### config.mk
export PLATFORM = sky130hd
export DESIGN_NAME = fpws_ram
export DESIGN_NICKNAME = d
export VERILOG_FILES = /design/src/fpws_ram.sv
export SDC_FILE = /design/constraint.sdc
export NUM_CORES = 2
export LEC_CHECK = 0
export BUFFER_PORTS_ARGS = -buffer_cell sky130_fd_sc_hd__buf_2
export CELL_PAD_IN_SITES_DETAIL_PLACEMENT = 1
export CELL_PAD_IN_SITES_GLOBAL_PLACEMENT = 1
export CORE_MARGIN = 2
export CORE_UTILIZATION = 59
export CTS_BUF_LIST = sky130_fd_sc_hd__clkbuf_8
export CTS_CLUSTER_SIZE = 28
export DETAILED_ROUTE_END_ITERATION = 12
export HOLD_SLACK_MARGIN = 0.06
export MAX_ROUTING_LAYER = met4
export PLACE_DENSITY_LB_ADDON = 0.05
export SETUP_SLACK_MARGIN = 0.15
export SLEW_MARGIN = 20
export SYNTH_ARGS = -nofsm -noshare
export SYNTH_HDL_FRONTEND = slang
export SYNTH_SLANG_ARGS = --single-unit
### constraint.sdc
create_clock -name clk_i -period 7.7 [get_ports clk_i]
set_input_delay 0.385 -clock clk_i [delete_from_list [all_inputs] [get_ports clk_i]]
set_output_delay 0.385 -clock clk_i [all_outputs]
set_load 0.005 [all_outputs]
### src/fpws_ram.sv
// fpws_ram: generic simple dual port ram, one write and one read port
// registered read data, no reset on the array; no dependencies
`default_nettype none

module fpws_ram #(
  parameter int unsigned WIDTH = 64,
  parameter int unsigned DEPTH = 64,
  localparam int unsigned AW = (DEPTH > 1) ? $clog2(DEPTH) : 1
) (
  input  wire logic             clk_i,
  input  wire logic             we_i,
  input  wire logic [AW-1:0]    waddr_i,
  input  wire logic [WIDTH-1:0] wdata_i,
  input  wire logic             re_i,
  input  wire logic [AW-1:0]    raddr_i,
  output logic      [WIDTH-1:0] rdata_o
);

  logic [WIDTH-1:0] mem [DEPTH];
  logic [WIDTH-1:0] rdata_q;

  always_ff @(posedge clk_i) begin
    if (we_i) begin
      mem[waddr_i] <= wdata_i;
    end
    if (re_i) begin
      rdata_q <= mem[raddr_i];
    end
  end

  assign rdata_o = rdata_q;

endmodule

`default_nettype wire

Word level (Yosys, flattened, before mapping)
Memories as Yosys holds them, arrays and structs flattened. A register that Yosys moved wholly into a read port is not among the register bits.
Index checks and enable logic that the tools add are counted.
{ "op_classes": {"mux": 2} }
{ "op_table": {"columns": ["operator", "count"], "rows": [
  ["two-way mux 1 bit", 2]
]} }
{ "word_totals": {"out_inout_bits": 64, "mem_count": 1, "ram_bits": 4096, "register_bits": 0, "word_cells": 3, "input_bits": 79} }
{ "memory_table": {"columns": ["memory", "words", "word_bits", "rd", "rd_clocked_by_memory_dff", "write_ports", "line_no", "source"], "rows": [
  ["mem", 64, 64, 1, 1, 1, "19", "logic [WIDTH-1:0] mem [DEPTH];"]
]} }

Longest topological paths before layout
{ "depth": {"ltp_word": 2, "ltp_mapped": 9, "mapped_depth_nobuf": 5} }

Worst setup path before layout
OpenSTA, ideal clock, no wires.
{ "synth_timing": {"path_kind": "in2reg", "startpoint": "input waddr_i[3]", "endpoint": "memory mem[48][0] (enable)", "setup_slack_ps": 1879, "path_stages": 4, "t_required_ps": 7136, "t_arrival_ps": 5257, "path_buffers": 1, "setup_time_ps": 564, "cell_sequence": "clkbuf_1 -> nor2b_1 -> nand4b_1 -> nor3_1"} }
{ "synth_rtl": {"columns": ["element", "line_no", "source"], "rows": [
  ["start, declared", "12", "input wire logic [AW-1:0] waddr_i,"],
  ["end, declared", "19", null]
]} }
No word-level cell before the write port.

Worst setup path in the final report
{ "layout_timing": {"startpoint": "input waddr_i[5]", "endpoint": "memory mem[53][39] (enable)"} }
No word-level cell before the write port.

==> reports/qor.csv <==
stage;metric;value;unit
logic_synthesis;synthesis.nets;6677;
finish;area_growth;11.71;%
critical_path;r2r-start;mem[62][33];
critical_path;cp_max_fo;32;
critical_path;cp.required;8460;ps
logic_synthesis;postSynthAreaPerCell;23.79;um2
global_routing;first_global_vias;81430;
power_and_ir_drop;clock_power_share;38.4;%
power_and_ir_drop;ir_drop;0.2052;mV
power_and_ir_drop;combPwrFrac;4.8;%
logic_synthesis;ys.flop_type;edfxtp_1;
logic_synthesis;synth-edff-count;4160;
clock_network;cts_tree;yes;
finish;fill_cells;20620;
sta;finalMaxSlewViolations;0;
logic_synthesis;ys_async_sr_fraction;0;%
logic_synthesis;ys_warn_count;0;
floorplanning;core;264900;um2
global_routing;grt_max_degree;125;
drt;vias;78910;
critical_path;end_kind;flip-flop;
power_and_ir_drop;pwr-share-seq;56.8;%
power_and_ir_drop;pwr_density_cell;253.2;nW/um2
floorplanning;start_util;59.27;%
floorplanning;rows;189;
job;cap_violations;0;
logic_synthesis;syn_inst;6598;
clock_network;clock_sinks;4160;
clock_network;cts_made_buffers;652;
floorplanning;dieArea;270200;um2
critical_path;crit_type;primary input to flip-flop;
floorplanning;ios;143;
finish;drive_gt1_share;28.87;%
critical_path;worstPathArrival;4200;ps
clock_network;cts_setup_buffers;0;
finish;fin_nets;7380;
power_and_ir_drop;total_power;44.41;mW
place;gp_congestion;0.7948;
sta;slew-limit-headroom;17.46;%
place;port_buffers;142;
worst_hold_path;hold_path.class;primary input to flip-flop;
clock_network;ctsRootBufferMaster;clkbuf_8;
sta;hold_viol;0;
place;pre_cts_ws;3724;ps
drt;avgViaCountPerCell;6.940;
finish;seq_area;124900;um2
logic_synthesis;ys_seq_area_share;79.57;%
logic_synthesis;syn_area;157000;um2
clock_network;cts_resized;0;
drt;postRouteAntennaNets;0;
clock_network;cts.reportedPaths.clkPinSlew;60;ps
clock_network;clockBufferDepth;4;
power_and_ir_drop;switching_share;22.60;%
clock_network;clock_latency;1190;ps
power_and_ir_drop;p_switching;10.04;mW
logic_synthesis;ys_ff_latch;4160;
sta;setup_viol;0;
drt;drt_iter0_markers;11160;
sta;fmax;0.2904;GHz
global_routing;antenna_found_initial;23;
status;status;completed;
place;dp_hpwl;237200;um
global_routing;track_usage;35.21;%
drt;drc;0;
worst_hold_path;min_from;waddr_i[3];
drt;dr.pass1.iters;7;
sta;tightest_slew;1238;ps
clock_network;htree_num_levels;6;
logic_synthesis;ys_types;32;
sta;finClkSkew;61.02;ps
power_and_ir_drop;intPower;34.37;mW
drt;wl_per_cell;40.09;um
floorplanning;chipWidth;519.8;um
global_routing;overflow;0;
sta;fin_ws;4256;ps
sta;fin_setup_tns;0;ps
critical_path;startpoint;waddr_i[5];
global_routing;grt_pass1_wl;637500;um
finish;multi_input_area;30780;um2
sta;fin_crit;3444;ps
drt;drt_wl_total;455800;um
sta;rsz0062_at_grt;no;
critical_path;start_kind;primary input;
floorplanning;die_h;519.8;um
sta;period_share;44.73;%
power_and_ir_drop;p_leak;55.52;nW
## final cells by class
class	instances	share of cell area, %
multi-input combinational	2049	17.55
sequential	4160	71.23
inverter	19	0.04067
timing repair buffer	419	1.991
antenna	26	0.03710
tap	3533	2.521
clock buffer	678	5.321
clock inverter	486	1.307
## routing by layer
layer  GRT usage (%)  wire length (um)
met5               -                 0
met4           11.35             16390
met3           6.619             48310
met2           52.97            216800
met1           49.80            174300
## cell usage in the layout (no fill, tap or decap), drive strengths merged, types with 3 or more instances in the layout
master and instances:
or3 29, bufinv 9, dlygate4sd3 74, clkinvlp 10
a22oi 168, or2 28, edfxtp 4160, a22o 88
inv 250, nand3 45, mux4 1024, and3 64
a41oi 26, nand2 58, a31oi 18, clkinv 236
and2 3, o22ai 83, nand2b 11, a211oi 63
nor2 112, diode 26, o221ai 38, mux2i 135
a2bb2oi 19, nor2b 28, clkbuf 678, buf 345
## worst paths after layout
path         slack, ps     endpoint  cells past startpoint
max               4260  mem[53][39]                      7
min                180  mem[54][48]                      4
max reg2reg       5490  rdata_o[33]                      5
min reg2reg        930  rdata_o[14]                      4
## repair_timing
action,4_1_cts,5_1_grt
hold endpoints to repair,4260,0
setup endpoints to repair,0,0
hold buffers,74,0
## synthesized netlist by cell type, drive strengths merged (26+ instances only)
cell type,count,area share (%)
clkbuf,140,0.33
nor2,112,0.27
mux2i,135,0.86
a41oi,26,0.15
nand3,45,0.14
or2,28,0.11
mux4,1024,15
nand2,58,0.14
o22ai,83,0.33
buf,230,0.80
a22oi,168,0.80
edfxtp,4160,80
a22o,88,0.49
o221ai,38,0.21
nor2b,28,0.11
or3,29,0.12
a211oi,63,0.30
and3,64,0.26
## power by group through the flow
stage          Clock (mW)  Combinational [mW]  Sequential [mW]
2_1_floorplan           0                1.17             25.6
3_3_place_gp            0                2.03             25.7
3_5_place_dp            0                2.09             25.7
4_1_cts              17.3                2.13             25.2
5_1_grt              18.2                2.25             25.2
6_report             17.0                2.13             25.2
## stage by stage
step | hold WS (ps) | utilization, % | std cells | instance area (um2)
final | 181.5 | 66.22 | 11370 | 175400
after CTS | 90.39 | 66.12 | 11340 | 175100
after detailed placement | 796.6 | 61.45 | 10100 | 162800
after global placement | 821.4 | 61.44 | 10100 | 162700
after global routing | 171.9 | 66.20 | 11360 | 175300
after floorplan | 483.9 | - | 6598 | 157000
## sequential cells by signal, summed over array words and instances (netlist names)
signal   count
mem       4096
rdata_o     64
## critical path, stage by stage
cell	delay, ps
dlygate4sd3_1	580
buf_2	210
nand4_1	260
dlygate4sd3_1	690
nor2_4	550
buf_4	650
buf_4	780
## kinds of logic after synthesis
group / Yosys count / synth area share, %
DFF: 4160 / 79.57
muxes: 1159 / 15.55
AOI/OAI and AO/OA: 504 / 2.467
buffers and inverters: 389 / 1.176
and+or+nand+nor: 386 / 1.235
(Power assumes the default switching activity.)
