==> config.mk <==
export PLATFORM = sky130hd
export DESIGN_NAME = fpws_div
export DESIGN_NICKNAME = d
export VERILOG_FILES = /design/src/fpws_pkg.sv /design/src/fpws_div.sv
export SDC_FILE = /design/constraint.sdc
export NUM_CORES = 1
export LEC_CHECK = 0
export ABC_CLOCK_PERIOD_IN_PS = 2920
export BUFFER_PORTS_ARGS = -buffer_cell sky130_fd_sc_hd__clkbuf_2
export CORE_MARGIN = 2
export CORE_UTILIZATION = 57
export DETAILED_ROUTE_END_ITERATION = 6
export HOLD_SLACK_MARGIN = 0.02
export PLACE_DENSITY = 0.88
export SYNTH_ARGS = -nofsm -noshare
export SYNTH_HDL_FRONTEND = slang
export SYNTH_SLANG_ARGS = --single-unit
==> constraint.sdc <==
create_clock -name clk_i -period 2.92 [get_ports clk_i]
set_clock_uncertainty 0.1 [all_clocks]
set_input_delay 0.584 -clock clk_i [delete_from_list [all_inputs] [get_ports clk_i]]
set_output_delay 0.584 -clock clk_i [all_outputs]
set_load 0.02 [all_outputs]
==> src/fpws_pkg.sv <==
// fpws_pkg: shared types and constants of the frame pacer with window stats
// no dependencies; used by fpws_div and frame_pacer_with_window_stats_unit
`default_nettype none

package fpws_pkg;

  localparam int unsigned TIME_W   = 64;
  localparam int unsigned RATE_W   = 20;
  localparam int unsigned WCOUNT_W = 7;

  // dividend of the period division, one second in ns, fits 30 bits
  localparam int unsigned DIV_W = 30;
  localparam logic [DIV_W-1:0] NS_PER_SEC = 30'd1000000000;

  localparam logic [RATE_W-1:0] RATE_RESET = 20'd60;

  localparam int unsigned HISTORY_DEPTH_DEF = 64;
  localparam int unsigned LAG_PERIODS_DEF   = 10;

  typedef enum logic [2:0] {
    ST_IDLE,
    ST_DIV,
    ST_LAG,
    ST_NOW,
    ST_UPD,
    ST_WR,
    ST_FIN
  } state_e;

endpackage

`default_nettype wire

==> src/fpws_div.sv <==
// fpws_div: restoring divider for the frame period, one quotient bit per cycle
// depends on fpws_pkg (NS_PER_SEC, DIV_W, RATE_W)
`default_nettype none

module fpws_div (
  input  wire logic                        clk_i,
  input  wire logic                        rst_ni,
  input  wire logic                        start_i,
  input  wire logic [fpws_pkg::RATE_W-1:0] divisor_i,
  output logic                             done_o,
  output logic      [fpws_pkg::DIV_W-1:0]  quot_o
);

  localparam int unsigned RW    = fpws_pkg::RATE_W;
  localparam int unsigned QW    = fpws_pkg::DIV_W;
  localparam int unsigned CNT_W = $clog2(QW + 1);

  logic            busy_q;
  logic            done_q;
  logic [CNT_W-1:0] cnt_q;
  logic [RW:0]     rem_q;
  logic [QW-1:0]   dq_q;
  logic [RW-1:0]   dvs_q;

  logic [RW:0]     rem_sh;
  logic [RW+1:0]   trial;
  logic            fits;

  always_comb begin
    rem_sh = {rem_q[RW-1:0], dq_q[QW-1]};
    trial  = {1'b0, rem_sh} - {2'b00, dvs_q};
    fits   = ~trial[RW+1];
  end

  always_ff @(posedge clk_i or negedge rst_ni) begin
    if (!rst_ni) begin
      busy_q <= 1'b0;
      done_q <= 1'b0;
      cnt_q  <= '0;
    end else if (start_i) begin
      busy_q <= 1'b1;
      done_q <= 1'b0;
      cnt_q  <= CNT_W'(QW);
    end else if (busy_q) begin
      cnt_q <= cnt_q - 1'b1;
      if (cnt_q == CNT_W'(1)) begin
        busy_q <= 1'b0;
        done_q <= 1'b1;
      end
    end else begin
      done_q <= 1'b0;
    end
  end

  always_ff @(posedge clk_i) begin
    if (start_i) begin
      rem_q <= '0;
      dq_q  <= fpws_pkg::NS_PER_SEC;
      dvs_q <= divisor_i;
    end else if (busy_q) begin
      rem_q <= fits ? trial[RW:0] : rem_sh;
      dq_q  <= {dq_q[QW-2:0], fits};
    end
  end

  assign done_o = done_q;
  assign quot_o = dq_q;

endmodule

`default_nettype wire

# Yosys cells after proc, flatten, opt, wreduce, memory -nomap -nowiden
# Index checks and enable logic that the tools add are counted.
# W data, S select, Z words.
[word_totals] regBits=77 inputBits=23 elab_cells=21
[op_classes] add_sub_neg=2 n_eq_ne=2 muxes=9 n_bitwise=1 reduce_logical=1
[ops] operator="$sub A21 B20 Y22" count=1
[ops] operator="$mux W20" count=1
[ops] operator="$mux W5" count=2
[ops] operator="$mux W1" count=6
[ops] operator="$eq A5 B1 Y1 const B" count=1
[ops] operator="$sub A5 B1 Y5 const B" count=1
[ops] operator="$ne A3 B2 Y1 const B" count=1
[ops] operator="$reduce_bool A2 Y1" count=1
[ops] operator="$not A1 Y1" count=1

# Depth between registers and ports, before layout
# Gate-level depths: netlist (run 1).
[logic_depth] ltp_word=4 ltp_mapped=13 mapped_depth_nobuf=12

# Worst setup path after synthesis (run 1)
# OpenSTA, ideal clock, no wires.
[synth_timing] kind="reg-to-reg" start="register dq_q[29], in the netlist quot_o[29]" end="register rem_q[14]" arrival_time_ps=2487 t_required_ps=2734 setup_slack_ps=248 stages_incl_launch_ff=13 path_buffers=0 period_less_slack_ps=2672 path_cell_list="dfxtp_1 > inv_1 > ha_1 > fa_1 > nor2b_1 > o31a_1 > o21ai_0 > a21oi_1 > a41o_1 > a21boi_0 > xnor2_1 > mux2i_1 > a211oi_1"
[synth_via] elab_chain_len=2
[synth_lines] element="from (decl)" line_no="fpws_div.sv:22" text="logic [QW-1:0] dq_q;"
[synth_lines] element="from (signal assigned)" line_no="fpws_div.sv:58" text="dq_q <= fpws_pkg::NS_PER_SEC;"
[synth_lines] element="from (signal assigned)" line_no="fpws_div.sv:62" text="dq_q <= {dq_q[QW-2:0], fits};"
[synth_lines] element="$sub A21 B20 Y22" line_no="fpws_div.sv:31" text="trial = {1'b0, rem_sh} - {2'b00, dvs_q};"
[synth_lines] element="$mux W20" line_no="fpws_div.sv:61" text="rem_q <= fits ? trial[RW:0] : rem_sh;"
[synth_lines] element="to (signal assigned)" line_no="fpws_div.sv:61"
[synth_lines] element="to (decl)" line_no="fpws_div.sv:21" text="logic [RW:0] rem_q;"
# No other way between the ends.
# A chain may end at the register's enable or synchronous reset.

# Final worst setup path (run 1)
[layout_timing] start="register rem_q[1]" end="register rem_q[9]"
[layout_via] elab_chain_len=2
[layout_lines] element="$sub A21 B20 Y22" line_no="fpws_div.sv:31"
[layout_lines] element="$mux W20" line_no="fpws_div.sv:61"
# No other way between the ends.

==> metrics.md, run 1 <==
| Metric | Value |
|---|---|
| Setup crit start kind | register |
| Per-cell routed wire length | 14.3 um |
| Area growth syn-to-layout | 13.8% |
| Fillers | 481 |
| Final Cycle Share | 0.932 |
| RSZ-0062 raised after global routing | false |
| Post-layout nets | 485 |
| VDD IR max | 0.000494 V |
| R2R depth | 11 |
| Pre-CTS setup slack | 0.127 ns |
| Syn Inst Count | 385 |
| Status | completed |
| Leakage power | 2.16 nW |
| Most used DFF post-synth | dfxtp_1 |
| Diodes inserted | 0 |
| IO Pins | 54 |
| Worst Path Required | 3.10 ns |
| Layout Utilization | 0.679 |
| Max frequency | 367 MHz |
| Chip height | 86.2 um |
| Most common cell after layout, fill and taps aside | clkbuf_2 |
| Effective utilization at floorplan | 0.596 |
| Global-route wire length before repair | 12700 um |
| Yosys warnings | 0 |
| Gr usage total | 0.215 |
| Setup violations, final | 0 |
| Overflow after GRT | 0 |
| Drt first pass iters | 4 |
| Antenna violations before repair | 0 |
| Max H-tree Level | 3 |
| Worst-skew pair later-pin latency | 0.36 ns |
| Post-CTS Setup Inserts | 0 |
| Worst Path Arrival | 2.90 ns |
| Placer Congestion | 0.939 |
| R2R Setup Slk | 0.20 ns |
| Finished Cell Area | 4380 um^2 |
| Min Tclk post-route | 2.72 ns |
| Power density over the cells | 837 nW/um^2 |
| FF-to-FF End | rem_q[9] |
| Mapped Area | 3850 um^2 |
| CTS tree | done |
| 1st-iter DRT viols | 122 |
| Most frequent cells in the layout | clkbuf_2 (53), dfxtp_1 (49), nor2_1 (48), mux2i_1 (38), nand2_1 (33) |
| WL final | 7460 um |
| Setup crit start | rem_q[1] |
| Chip Width | 86.2 um |
| CP Class | reg2reg |
| Post-route ant nets | 0 |
| Sequential Area | 1780 um^2 |
| Setup TNS | 0 ns |
| Number of remaining DRC errors | 0 |
| TritonCTS buffer count | 9 |
| PortBufs | 53 |
| Mapped Avg Cell Area | 10.0 um^2 |
| Distinct cells, synth | 54 |
| Net Count, Synth | 431 |
| Final Hold Fails | 0 |
| Core area | 6460 um^2 |
| Seq/Total Area, Yosys | 0.461 |
| Fin. max-slew vios | 0 |
| Share of cells above drive strength 1 | 0.205 |
| CP Capture Point | rem_q[9] |
| # rows | 29 |
| Worst-path clk slew | 0.09 ns |
| Max-cap viol count | 0 |
| Vias in the first global route | 2812 |
| Clk buf depth | 2 |
| Via-to-Cell Ratio | 5.55 |
| Hold Crit Class | in2reg |
| Placed inst area | 4190 um^2 |
| Multi-input gate area | 1880 um^2 |
| Critical path endpoint category | register |
| Async set-reset flop share out of synthesis | 0.0909 |
| Critical Path Fanout Max | 27 |
| Worst Tran Pin Value | 0.566 ns |
| Dpl hpwl | 5220 um |
| Hold Slack | 0.295 ns |
| RR Startpoint | rem_q[1] |
| Routed via count | 2894 |
| Clk root buf | clkbuf_8 |
| Pin count of the biggest net entering global routing | 42 |
| Sink Count | 77 |
| PnR worst setup slack | 0.199 ns |
| Max-slew headroom | 0.623 |
| EDFF count, synth | 20 |
| Die ar. | 7430 um^2 |
| Register bit total from synthesis | 77 |
[worst min-delay path by stage]
| stage | start | to | depth (start not counted) |
|---|---|---|---|
| floorplan | rst_ni | busy_q | 0 |
| global placement | rst_ni | done_o | 1 |
| CTS | divisor_i[18] | dvs_q[18] | 1 |
| global route | divisor_i[9] | dvs_q[9] | 1 |
| finish | divisor_i[18] | dvs_q[18] | 1 |
| detailed placement | rst_ni | done_o | 1 |
[area by class of cell]
cell class | count | area share
Clock buffer | 9 | 0.0283
Clock inverter | 7 | 0.0134
Inverter | 29 | 0.0248
Multi-Input combinational cell | 262 | 0.430
Sequential cell | 77 | 0.406
Tap cell | 77 | 0.0220
Timing Repair Buffer | 60 | 0.0759
[cell families (layout without fill, tap and decap cells)]
kind of cell	count (synthesis)	count (layout)	share of synthesized area
multiplexers	39	39	0.102
adder cells (fa/ha/maj)	23	23	0.0767
AO/OA/AOI/OAI	79	79	0.155
buffers and inverters	46	105	0.0530
XOR/XNOR	17	17	0.0387
flip-flops	77	77	0.461
AND/OR/NAND/NOR	104	104	0.114
[per-layer routing]
| layer | part of all wire | wire length [um] | up-vias | GRT usage |
|---|---|---|---|---|
| met3 | 0.038 | 287 | 13 | 0.0400 |
| met4 | 0.021 | 159 | 0 | 0.101 |
| met2 | 0.48 | 3560 | 74 | 0.345 |
| met1 | 0.46 | 3450 | 1348 | 0.284 |
| li1 | - | - | 1459 | - |
| met5 | 0 | 0 | - | 0 |
[cell usage after synthesis (2+ instances only)]
master / n / share of area
nand3_1: 4 / 0.0052
o21a_1: 4 / 0.0078
nand2b_1: 4 / 0.0065
buf_6: 2 / 0.0058
o21ai_0: 10 / 0.013
dfxtp_1: 50 / 0.26
o22ai_1: 2 / 0.0032
a211oi_1: 16 / 0.031
nor2_1: 48 / 0.047
a31oi_1: 2 / 0.0032
ha_1: 22 / 0.071
o21bai_1: 2 / 0.0039
a21boi_0: 2 / 0.0039
a211oi_2: 2 / 0.0065
xnor2_1: 14 / 0.032
a21o_1: 5 / 0.0097
clkbuf_1: 10 / 0.0097
nor2b_1: 3 / 0.0049
o21ai_1: 4 / 0.0052
nor3_1: 6 / 0.0078
mux2i_1: 38 / 0.099
xor2_1: 3 / 0.0068
nand2_1: 33 / 0.032
buf_1: 4 / 0.0039
edfxtp_1: 20 / 0.16
a31o_1: 2 / 0.0045
dfrtp_1: 7 / 0.045
inv_1: 28 / 0.027
a21oi_1: 13 / 0.017
[per-stage QoR]
stage	power, W	cells
4_1_cts	0.00367	521
2_1_floorplan	0.00263	385
6_report	0.00367	521
3_5_place_dp	0.00289	504
3_3_place_gp	0.00282	504
5_1_grt	0.00391	521
[flip-flops by register name, summed over array words and instances, names as in the netlist]
signal,flops
busy_q,1
cnt_q,5
done_o,1
dvs_q,20
quot_o,30
rem_q,20
[worst max-delay path, stage by stage, from the launching register on]
cell      delay [ns]
dfxtp_1         0.34
ha_1            0.35
o21ai_1         0.17
a21oi_2         0.08
o41ai_4         0.45
o22ai_4         0.14
o21ai_4         0.26
o31ai_4         0.13
buf_12          0.19
o21ai_1         0.09
o21ai_1         0.11
a211oi_2        0.22
[where the power goes]
group / switching (W) / internal [W]
clock: 0.000437 / 0.000328
sequential: 0.000136 / 0.00127
combinational: 0.000810 / 0.000688
total: 0.00138 / 0.00228
[repair_timing]
action,CTS,global route
hold endpoints to repair,7,0
hold buffers,1,0
resized for setup,0,4
setup endpoints to repair,0,7
Power figures use the tool's default switching activity.
==> run 2, diff against run 1 <==
CORE_ASPECT_RATIO = 0.7   (was not set)
==> run 2 against run 1 <==
  * Flip-flop and latch count unchanged
  * Worst hold slack better by 0.0076 ns
  * Final cell count up 2.9%
  * Non-clock buffer count down 2
  * Final area up 0.17%
  * Global-route usage down 0.42 points
  * Largest cell class unchanged
  * Via count up 0.14%
  * Register-to-register slack worse by 0.09 ns
==> metrics.md, run 2 (synthesis gave the netlist of run 1 again) <==
| Metric | Value |
|---|---|
| Worst Path Required | 3.09 ns |
| Most frequent cells in the layout | clkbuf_2 (53), dfxtp_1 (50), nor2_1 (48), mux2i_1 (38), nand2_1 (33) |
| VDD IR max | 0.000361 V |
| Pin count of the biggest net entering global routing | 56 |
| Pre-CTS setup slack | 0.0383 ns |
| Critical Path Fanout Max | 24 |
| Placer Congestion | 0.944 |
| Setup crit start kind | register |
| Max FFs per register | 30 |
| Post-route ant nets | 0 |
| Min Tclk post-route | 2.81 ns |
| Post-layout nets | 483 |
| Max frequency | 356 MHz |
| Sink Count | 77 |
| Max-slew headroom | 0.517 |
| Placed inst area | 4180 um^2 |
| Gr usage total | 0.211 |
| Chip Width | 102 um |
| Leakage power | 2.14 nW |
| PortBufs | 53 |
| Worst-path clk slew | 0.08 ns |
| Chip height | 72.8 um |
| Vias in the first global route | 2608 |
| Max H-tree Level | 3 |
| Hold Slack | 0.303 ns |
| Finished Cell Area | 4390 um^2 |
| Via-to-Cell Ratio | 5.41 |
| Die ar. | 7440 um^2 |
| Final Cycle Share | 0.963 |
| Worst Path Arrival | 2.98 ns |
| Setup violations, final | 0 |
| Clk pwr share | 0.201 |
| Diodes inserted | 0 |
| Sw frac | 0.377 |
| Dpl hpwl | 5000 um |
| Worst-skew pair later-pin latency | 0.36 ns |
| Max-cap viol count | 0 |
| P_int | 0.00228 W |
| # rows | 25 |
| Overflow after GRT | 0 |
| WL final | 7440 um |
| Global-route wire length before repair | 12300 um |
| Core area | 6630 um^2 |
| Antenna violations before repair | 0 |
| Fin. max-slew vios | 0 |
| Share of cells above drive strength 1 | 0.204 |
| Critical path endpoint category | register |
| Fillers | 528 |
| IO Pins | 54 |
| CTS tree | done |
| PnR worst setup slack | 0.109 ns |
| CP Class | reg2reg |
| Routed via count | 2898 |
| Clk root buf | clkbuf_8 |
| Per-cell routed wire length | 13.9 um |
| Power density over the cells | 833 nW/um^2 |
| Status | completed |
| Most common cell after layout, fill and taps aside | clkbuf_2 |
| Sequential Power Share | 0.384 |
| Worst Tran Pin Value | 0.725 ns |
| Number of remaining DRC errors | 0 |
| Logic pwr share | 0.415 |
| Final Total Pwr | 0.00366 W |
| Final Hold Fails | 0 |
| Hold Crit Class | in2reg |
| Area growth syn-to-layout | 14.0% |
| Drt first pass iters | 4 |
| P_sw | 0.00138 W |
| TritonCTS buffer count | 9 |
| Effective utilization at floorplan | 0.581 |
| 1st-iter DRT viols | 125 |
| Clk buf depth | 2 |
run 2: cell count changes in the layout (fill, tap and decap cells not counted), sizes merged:
cell	previous run	this run
buf	6	4
clkinv	0	2
clkinvlp	0	2
inv	36	32
run 2: repair_timing:
item	4_1_cts	5_1_grt
resized for setup	0	5
setup endpoints to repair	0	14
setup buffers	0	1
hold endpoints to repair	7	0
hold buffers	1	0
run 2: per-stage QoR:
stage / std cells / util / setup TNS (ns)
finish: 536 / 0.662 / 0
global placement: 518 / 0.631 / 0
CTS: 535 / 0.660 / 0
global route: 536 / 0.662 / -0.0941
detailed placement: 518 / 0.631 / 0
floorplan: 385 / - / 0
run 2: critical path, cell delays in order (launching register included):
cell and delay (ns):
dfxtp_1 0.39, inv_1 0.09, ha_1 0.23, nand2b_1 0.20, a21oi_2 0.25, o41ai_4 0.14, o22ai_4 0.24, o21ai_4 0.13
o31ai_4 0.34, buf_12 0.23, nor2_1 0.08, a211o_1 0.24, o31ai_1 0.06
run 2: power groups by stage:
stage	Combinational (W)	Sequential, W	Clock [W]
after floorplan	0.00122	0.00142	0
after global placement	0.00142	0.00142	0
after detailed placement	0.00147	0.00142	0
after CTS	0.00149	0.00140	0.000751
after global routing	0.00168	0.00142	0.000796
final	0.00152	0.00141	0.000736
run 2: layer usage:
| metal | vias up | routed length, um | GRT usage |
|---|---|---|---|
| met5 | - | 0 | 0 |
| met4 | 0 | 119 | 0.0770 |
| met3 | 12 | 319 | 0.0469 |
| met2 | 58 | 3330 | 0.306 |
| met1 | 1371 | 3670 | 0.310 |
| li1 | 1457 | - | - |
run 2: final timing paths:
kind	startpoint	endpoint	slack, ns	cells past startpoint
setup / recovery	quot_o[29]	rem_q[0]	0.11	12
setup reg to reg	quot_o[29]	rem_q[0]	0.11	12
max in group asynchronous	rst_ni	cnt_q[0]	2.04	2
hold / removal	divisor_i[4]	dvs_q[4]	0.30	1
min in group asynchronous	rst_ni	done_o	0.49	2
hold reg to reg	quot_o[22]	quot_o[23]	0.40	2
run 2: area by class of cell:
cell class	instances	area (um^2)	share of cell area
Clock buffer	9	124	0.0282
Tap cell	94	118	0.0268
Multi-Input combinational cell	262	1890	0.430
Sequential cell	77	1780	0.405
Inverter	29	109	0.0248
Clock inverter	7	56.3	0.0128
Timing Repair Buffer	58	318	0.0724
